File: config.mk
export PLATFORM = sky130hd
export DESIGN_NAME = uart_idle_timeout_frame_receiver_unit_flat
export DESIGN_NICKNAME = d
export VERILOG_FILES = /design/src/design/uitfr_pkg.sv /design/src/design/uitfr_if.sv /design/src/design/uart_idle_timeout_frame_receiver_unit.sv /design/src/design/uitfr_ram.sv /design/src/flat_wrapper.sv
export SDC_FILE = /design/constraint.sdc
export NUM_CORES = 2
export LEC_CHECK = 0
export ABC_AREA = 0
export BUFFER_PORTS_ARGS = -buffer_cell sky130_fd_sc_hd__buf_2
export CAP_MARGIN = 20
export CORE_MARGIN = 2
export CORE_UTILIZATION = 68
export DETAILED_ROUTE_END_ITERATION = 6
export PLACE_DENSITY = 0.85
export SLEW_MARGIN = 30
export SYNTH_ARGS = -nofsm -noshare
export SYNTH_HDL_FRONTEND = slang
export SYNTH_SLANG_ARGS = --single-unit
File: constraint.sdc
create_clock -name clock -period 5.95 [get_ports clock]
set_input_delay 1.19 -clock clock [delete_from_list [all_inputs] [get_ports clock]]
set_output_delay 1.19 -clock clock [all_outputs]
set_load 0.02 [all_outputs]
File: src/design/uitfr_pkg.sv
// Package for the UART idle-timeout frame receiver.
// Item kinds, reset values and default sizes; no dependencies.
package uitfr_pkg;

   typedef enum logic [1:0] {
      KIND_BYTE  = 2'd0,
      KIND_TICK  = 2'd1,
      KIND_READ  = 2'd2,
      KIND_CLEAR = 2'd3
   } kind_type;

   localparam int BUF_DEPTH_DEFAULT = 256;
   localparam int IDLE_W = 15;
   localparam int LEN_W = 9;
   localparam int BYTE_W = 8;
   localparam logic [IDLE_W-1:0] IDLE_TICKS_RESET = 15'd5;

endpackage

File: src/design/uitfr_if.sv
// Valid/ready channel interfaces of the frame receiver.
// Depends on uitfr_pkg for the item kind type and field widths.
interface uitfr_req_if;
   import uitfr_pkg::*;
   logic              valid;
   logic              ready;
   kind_type          kind;
   logic [BYTE_W-1:0] rx_byte;
   logic [BYTE_W-1:0] read_index;
   modport source(output valid, kind, rx_byte, read_index, input ready);
   modport sink(input valid, kind, rx_byte, read_index, output ready);
endinterface

interface uitfr_rsp_if;
   import uitfr_pkg::*;
   logic              valid;
   logic              ready;
   logic              frame_done;
   logic [LEN_W-1:0]  frame_length;
   logic [BYTE_W-1:0] read_data;
   modport source(output valid, frame_done, frame_length, read_data, input ready);
   modport sink(input valid, frame_done, frame_length, read_data, output ready);
endinterface

interface uitfr_csr_if;
   import uitfr_pkg::*;
   logic              valid;
   logic              ready;
   logic [IDLE_W-1:0] data;
   modport source(output valid, data, input ready);
   modport sink(input valid, data, output ready);
endinterface

File: src/design/uart_idle_timeout_frame_receiver_unit.sv
// UART idle-timeout frame receiver: top level.
// Depends on uitfr_pkg, uitfr_if and uitfr_ram.
// The result of an item is registered and presented in the cycle after its transfer.
// Throughput: one item per cycle; req ready follows the result register
// (free, or being taken this cycle). The buffer read uses the RAM read port.
// Reset (synchronous) clears length, done, timer and sets idle_ticks to 5;
// buffer contents stay undefined until written.
module uart_idle_timeout_frame_receiver_unit #(
   parameter int BUF_DEPTH = uitfr_pkg::BUF_DEPTH_DEFAULT
) (
   input logic         clock,
   input logic         reset,
   uitfr_req_if.sink   req_chan,
   uitfr_rsp_if.source rsp_chan,
   uitfr_csr_if.sink   csr_chan
);
   import uitfr_pkg::*;

   localparam int AddrW = $clog2(BUF_DEPTH);
   localparam int CntW = $clog2(BUF_DEPTH + 1);
   localparam int ExtW = CntW + LEN_W;

   logic [IDLE_W-1:0] idle_ticks_ff;
   logic [CntW-1:0]   count_ff, count_in;
   logic              done_ff, done_in;
   logic              run_ff, run_in;
   logic [IDLE_W-1:0] idle_ff, idle_in;

   logic              rsp_valid_ff;
   logic              rsp_done_ff;
   logic [LEN_W-1:0]  rsp_len_ff;
   logic              rsp_sel_ff;

   logic              accept;
   logic              full;
   logic              we;
   logic              re;
   logic              in_range;
   logic [31:0]       idx_wide;
   logic [ExtW-1:0]   cnt_ext;
   logic [BYTE_W-1:0] ram_q;

   assign req_chan.ready = !rsp_valid_ff || rsp_chan.ready;
   assign csr_chan.ready = 1'b1;
   assign accept = req_chan.valid && req_chan.ready;
   assign full = (count_ff == CntW'(BUF_DEPTH));
   assign idx_wide = 32'(req_chan.read_index);
   assign in_range = idx_wide < 32'(BUF_DEPTH);
   assign cnt_ext = ExtW'(count_in);

   always_comb begin
      count_in = count_ff;
      done_in = done_ff;
      run_in = run_ff;
      idle_in = idle_ff;
      we = 1'b0;
      if (accept) begin
         unique case (req_chan.kind)
            KIND_BYTE: begin
               if (!done_ff) begin
                  if (!full) begin
                     run_in = 1'b1;
                     idle_in = '0;
                     we = 1'b1;
                     count_in = count_ff + 1'b1;
                  end else begin
                     done_in = 1'b1;
                  end
               end
            end
            KIND_TICK: begin
               if (run_ff) begin
                  if (idle_ff < idle_ticks_ff) begin
                     idle_in = idle_ff + 1'b1;
                  end else begin
                     run_in = 1'b0;
                     idle_in = '0;
                     done_in = 1'b1;
                  end
               end
            end
            KIND_READ: begin
            end
            KIND_CLEAR: begin
               count_in = '0;
               done_in = 1'b0;
            end
            default: begin
            end
         endcase
      end
   end

   assign re = accept && (req_chan.kind == KIND_READ) && in_range;

   uitfr_ram #(
      .WIDTH(BYTE_W),
      .DEPTH(BUF_DEPTH)
   ) u_buf (
      .clock(clock),
      .we(we),
      .waddr(count_ff[AddrW-1:0]),
      .wdata(req_chan.rx_byte),
      .re(re),
      .raddr(idx_wide[AddrW-1:0]),
      .rdata(ram_q)
   );

   always_ff @(posedge clock) begin
      if (reset) begin
         idle_ticks_ff <= IDLE_TICKS_RESET;
         count_ff <= '0;
         done_ff <= 1'b0;
         run_ff <= 1'b0;
         idle_ff <= '0;
         rsp_valid_ff <= 1'b0;
      end else begin
         if (csr_chan.valid) begin
            idle_ticks_ff <= csr_chan.data;
         end
         count_ff <= count_in;
         done_ff <= done_in;
         run_ff <= run_in;
         idle_ff <= idle_in;
         if (req_chan.ready) begin
            rsp_valid_ff <= accept;
         end
      end
   end

   always_ff @(posedge clock) begin
      if (accept) begin
         rsp_done_ff <= done_in;
         rsp_len_ff <= cnt_ext[LEN_W-1:0];
         rsp_sel_ff <= re;
      end
   end

   assign rsp_chan.valid = rsp_valid_ff;
   assign rsp_chan.frame_done = rsp_done_ff;
   assign rsp_chan.frame_length = rsp_len_ff;
   assign rsp_chan.read_data = rsp_sel_ff ? ram_q : '0;

   a_count_bound: assert property (@(posedge clock) disable iff (reset)
      count_ff <= CntW'(BUF_DEPTH))
      else $error("frame length beyond buffer depth");

   a_idle_stopped: assert property (@(posedge clock) disable iff (reset)
      !run_ff |-> (idle_ff == '0))
      else $error("idle timer holds a count while stopped");

   a_byte_store: assert property (@(posedge clock) disable iff (reset)
      (accept && req_chan.kind == KIND_BYTE && !done_ff && !full)
      |=> (count_ff == $past(count_ff) + 1'b1) && run_ff)
      else $error("stored byte did not advance the frame length");

   a_clear_rsp: assert property (@(posedge clock) disable iff (reset)
      (accept && req_chan.kind == KIND_CLEAR)
      |=> rsp_valid_ff && !rsp_done_ff && (rsp_len_ff == '0))
      else $error("clear transfer did not report an empty frame");

endmodule

File: src/design/uitfr_ram.sv
// Generic single-port-write, single-port-read RAM with registered read.
// No dependencies.
module uitfr_ram #(
   parameter int WIDTH = 8,
   parameter int DEPTH = 256
) (
   input  logic                     clock,
   input  logic                     we,
   input  logic [$clog2(DEPTH)-1:0] waddr,
   input  logic [WIDTH-1:0]         wdata,
   input  logic                     re,
   input  logic [$clog2(DEPTH)-1:0] raddr,
   output logic [WIDTH-1:0]         rdata
);

   logic [WIDTH-1:0] mem_ff [DEPTH];
   logic [WIDTH-1:0] rdata_ff;

   always_ff @(posedge clock) begin
      if (we) begin
         mem_ff[waddr] <= wdata;
      end
      if (re) begin
         rdata_ff <= mem_ff[raddr];
      end
   end

   assign rdata = rdata_ff;

endmodule

File: src/flat_wrapper.sv
// flat-port wrapper written by rule: the top's interface ports become plain ports
module uart_idle_timeout_frame_receiver_unit_flat import uitfr_pkg::*;
#(
   parameter int BUF_DEPTH = uitfr_pkg::BUF_DEPTH_DEFAULT
)
  (clock, reset, req_chan_valid, req_chan_kind, req_chan_rx_byte, req_chan_read_index, req_chan_ready, rsp_chan_valid, rsp_chan_frame_done, rsp_chan_frame_length, rsp_chan_read_data, rsp_chan_ready, csr_chan_valid, csr_chan_data, csr_chan_ready);
  uitfr_req_if req_chan_i ();
  uitfr_rsp_if rsp_chan_i ();
  uitfr_csr_if csr_chan_i ();
  input logic clock;
  input logic reset;
  input wire logic [$bits(req_chan_i.valid)-1:0] req_chan_valid;
  input wire logic [$bits(req_chan_i.kind)-1:0] req_chan_kind;
  input wire logic [$bits(req_chan_i.rx_byte)-1:0] req_chan_rx_byte;
  input wire logic [$bits(req_chan_i.read_index)-1:0] req_chan_read_index;
  output wire logic [$bits(req_chan_i.ready)-1:0] req_chan_ready;
  output wire logic [$bits(rsp_chan_i.valid)-1:0] rsp_chan_valid;
  output wire logic [$bits(rsp_chan_i.frame_done)-1:0] rsp_chan_frame_done;
  output wire logic [$bits(rsp_chan_i.frame_length)-1:0] rsp_chan_frame_length;
  output wire logic [$bits(rsp_chan_i.read_data)-1:0] rsp_chan_read_data;
  input wire logic [$bits(rsp_chan_i.ready)-1:0] rsp_chan_ready;
  input wire logic [$bits(csr_chan_i.valid)-1:0] csr_chan_valid;
  input wire logic [$bits(csr_chan_i.data)-1:0] csr_chan_data;
  output wire logic [$bits(csr_chan_i.ready)-1:0] csr_chan_ready;
  assign req_chan_i.valid = req_chan_valid;
  assign req_chan_i.kind = req_chan_kind;
  assign req_chan_i.rx_byte = req_chan_rx_byte;
  assign req_chan_i.read_index = req_chan_read_index;
  assign req_chan_ready = req_chan_i.ready;
  assign rsp_chan_valid = rsp_chan_i.valid;
  assign rsp_chan_frame_done = rsp_chan_i.frame_done;
  assign rsp_chan_frame_length = rsp_chan_i.frame_length;
  assign rsp_chan_read_data = rsp_chan_i.read_data;
  assign rsp_chan_i.ready = rsp_chan_ready;
  assign csr_chan_i.valid = csr_chan_valid;
  assign csr_chan_i.data = csr_chan_data;
  assign csr_chan_ready = csr_chan_i.ready;
  uart_idle_timeout_frame_receiver_unit #(.BUF_DEPTH(BUF_DEPTH)) u_core (.clock(clock), .reset(reset), .req_chan(req_chan_i), .rsp_chan(rsp_chan_i), .csr_chan(csr_chan_i));
endmodule
==> results_dict.tcl <==
set metrics [dict create \
    grt_max_degree 178 \
    ys_seq_area_frac 0.770 \
    crit_path_start_kind "flip-flop" \
    cts_buffer_depth 3 \
    slowest_delay_ns 0.92 \
    fin_crit_ns 5.00 \
    grt_setup_unrepaired "no" \
    ys_async_sr_fraction 0 \
    fin_tns_setup_ns 0 \
    ys_warn_count 0 \
    start_util 0.683 \
    row_count 127 \
    synthesis.area_um2 81700 \
    grt_pass1_vias 44500 \
    whs_ns 0.497 \
    final_cell_area_um2 90000 \
    grt-ovfl-total 0 \
    synth_top_area_share 0.759 \
    synth.distinct_cells 62 \
    finalPower_uw 30300 \
    syn_avg_cell_area_um2 21.0 \
    max_freq_ghz 0.200 \
    ir_worst_vdd_mv 0.271 \
    via_per_inst 7.85 \
    run_status "finished with violations" \
    crit_type "flip-flop to flip-flop" \
    die_w_um 351 \
    postCtsSetupBuffers 0 \
    yosysTopAreaCell "edfxtp_1" \
    tightest_slew_ns 1.14 \
    p_leak_uw 0.0281 \
    cp.arrival_ns 5.45 \
    gp_congestion 0.943 \
    finalHoldViolations 0 \
    io_pins 59 \
    post-synth-top-count-cell "edfxtp_1" \
    grt_pass1_wl_um 328000 \
    port_buffers 57 \
    antenna_left 0 \
    synthTopCellsByArea "edfxtp_1 (76%), mux4_2 (13%), nor2_1 (1.4%), mux2i_1 (1.1%), dfxtp_1 (1.0%)" \
    cpMostUsedCell "nor3b_1" \
    htreeDepth 4 \
    synth.top_cells.by_count "edfxtp_1 (2,067), mux4_2 (459), nor2_1 (307)" \
    dp_hpwl_um 117000 \
    clock_latency_ns 0.85 \
    drive_above_1_share 0.216 \
    cp_max_fo 16 \
    postCtsHoldBufs 0 \
    dr.pass1.iters 7 \
    critical_path.slowest_cell "nor3b_1" \
    die_y_um 351 \
    worstPathCellList "inv_1 -> ha_1 -> nor3b_1 -> a41oi_1 -> nand3_1 -> nor3b_1 -> nand2_1 -> nor2_1" \
    fin_nets 4078 \
    first_iter_violations 9029 \
    clock-sinks 2109 \
    endpoint_kind "flip-flop" \
    hp-class "flip-flop to flip-flop" \
    powerDensity_nw_per_um2 336 \
    synth_ff_type "edfxtp_1" \
    final_core_util 0.752 \
    cts.repair.resized 0 \
    slew_violations 0 \
    crit_required_ns 6.40 \
    failed_checks "DRC" \
    grt_use_total 0.383 \
    die_area_um2 123000 \
    syn2layout_area_growth_pct 10.1 \
    routed_wl_um 232000 \
    drc_errors 7 \
    finalSetupViolations 0 \
    wl_per_cell_um 40.0 \
    maxCapViolCount 0 \
    synth-edff-count 2067 \
    synth_fp_nets 3960 \
    slew_headroom 0.238 \
    finalCritPeriodShare 0.840 \
    num_vias 45500 \
    postPlaceCellArea_um2 83800 \
    clk_pin_slew_worst_paths_ns 0.06 \
    numCtsBuffers 193 \
    clock_skew_ns 0.0404 \
    coreArea_um2 120000 \
    netlist_instances 3899 \
    cts_tree "done" \
    ctsRootBufferMaster "clkbuf_16" \
    antenna_found_initial 18 \
    ys_ff_latch 2109 \
]
-- per-layer routing --
metal	global-route usage	vias up	share of wire
met5	0.00314	-	0.00077
met4	0.234	22	0.078
li1	-	16500	-
met2	0.588	5138	0.47
met3	0.100	1186	0.14
met1	0.501	22700	0.31
-- flip-flops by register name, indices dropped and copies added, names as in the netlist --
signal / flops
u_core.u_buf.mem_ff: 2048
u_core.idle_ff: 15
u_core.idle_ticks_ff: 15
u_core.count_ff: 9
u_core.rsp_chan.frame_length: 9
u_core.u_buf.rdata: 8
u_core.done_ff: 1
u_core.rsp_chan.frame_done: 1
u_core.rsp_chan.valid: 1
u_core.rsp_sel_ff: 1
u_core.run_ff: 1
-- final cells by class --
type	count	area [um2]
Clock buffer	237	5150
Antenna cell	8	20.0
Inverter	24	90.1
Fill cell	5521	29600
Sequential cell	2109	62900
Clock inverter	113	1020
Timing Repair Buffer	144	1310
Multi-Input combinational cell	1545	17500
Tap cell	1612	2020
-- layout by cell type (no fill, tap or decap), types with 10 or more instances in the layout --
master / count
nor2_1: 305
nand2_1: 82
clkinv_1: 44
a22o_1: 26
o22ai_1: 64
a21oi_1: 66
mux4_1: 21
clkbuf_1: 36
and2_1: 14
ha_1: 23
o22a_1: 11
dfxtp_1: 42
clkinvlp_4: 10
mux4_2: 459
bufinv_16: 18
o211ai_1: 10
mux2i_1: 89
buf_2: 46
and3_1: 21
clkinv_2: 34
buf_4: 67
xor2_1: 13
clkbuf_16: 200
o221ai_1: 34
buf_12: 19
a211oi_1: 10
nand3_1: 36
edfxtp_1: 2067
nor3_1: 29
nor2b_1: 12
a31oi_1: 11
inv_1: 24
a22oi_1: 104
-- logic make-up after synthesis --
family	synth area share
AOI/OAI and AO/OA	0.0328
and+or+nand+nor	0.0294
other	0.0000459
DFF	0.770
muxes	0.145
adders and majority gates	0.00352
xor gates and xnor gates	0.00182
buffers and inverters	0.0175
-- power by group --
group | switching (uW) | internal, uW
combinational | 953 | 468
sequential | 12.0 | 16300
clock | 5590 | 6920
total | 6560 | 23700
-- path summary, 6_finish.rpt --
path / from / end / slack [ns] / cells past startpoint
min: u_core.idle_ticks_ff[11] / u_core.idle_ticks_ff[11] / 0.50 / 2
max reg2reg: u_core.count_ff[0] / u_core.u_buf.mem_ff[139][3] / 0.95 / 8
min reg2reg: u_core.idle_ticks_ff[11] / u_core.idle_ticks_ff[11] / 0.50 / 2
max: u_core.count_ff[0] / u_core.u_buf.mem_ff[139][3] / 0.95 / 8
-- worst max-delay path, delay by kind of cell (launching register included) --
kind	cells	cell delay [ns]
compound gates	1	0.47
buf+inv	1	0.14
flops	1	0.50
fa+ha+maj	1	0.32
simple gates	5	3.17
-- per-stage QoR --
stage | setup WS, ns | std cells
2_1_floorplan | 2.30 | 3899
3_3_place_gp | 1.19 | 5432
3_5_place_dp | 1.04 | 5433
4_1_cts | 1.34 | 5783
5_1_grt | 1.06 | 5784
6_report | 0.952 | 5792
Power figures use the tool's default switching activity.
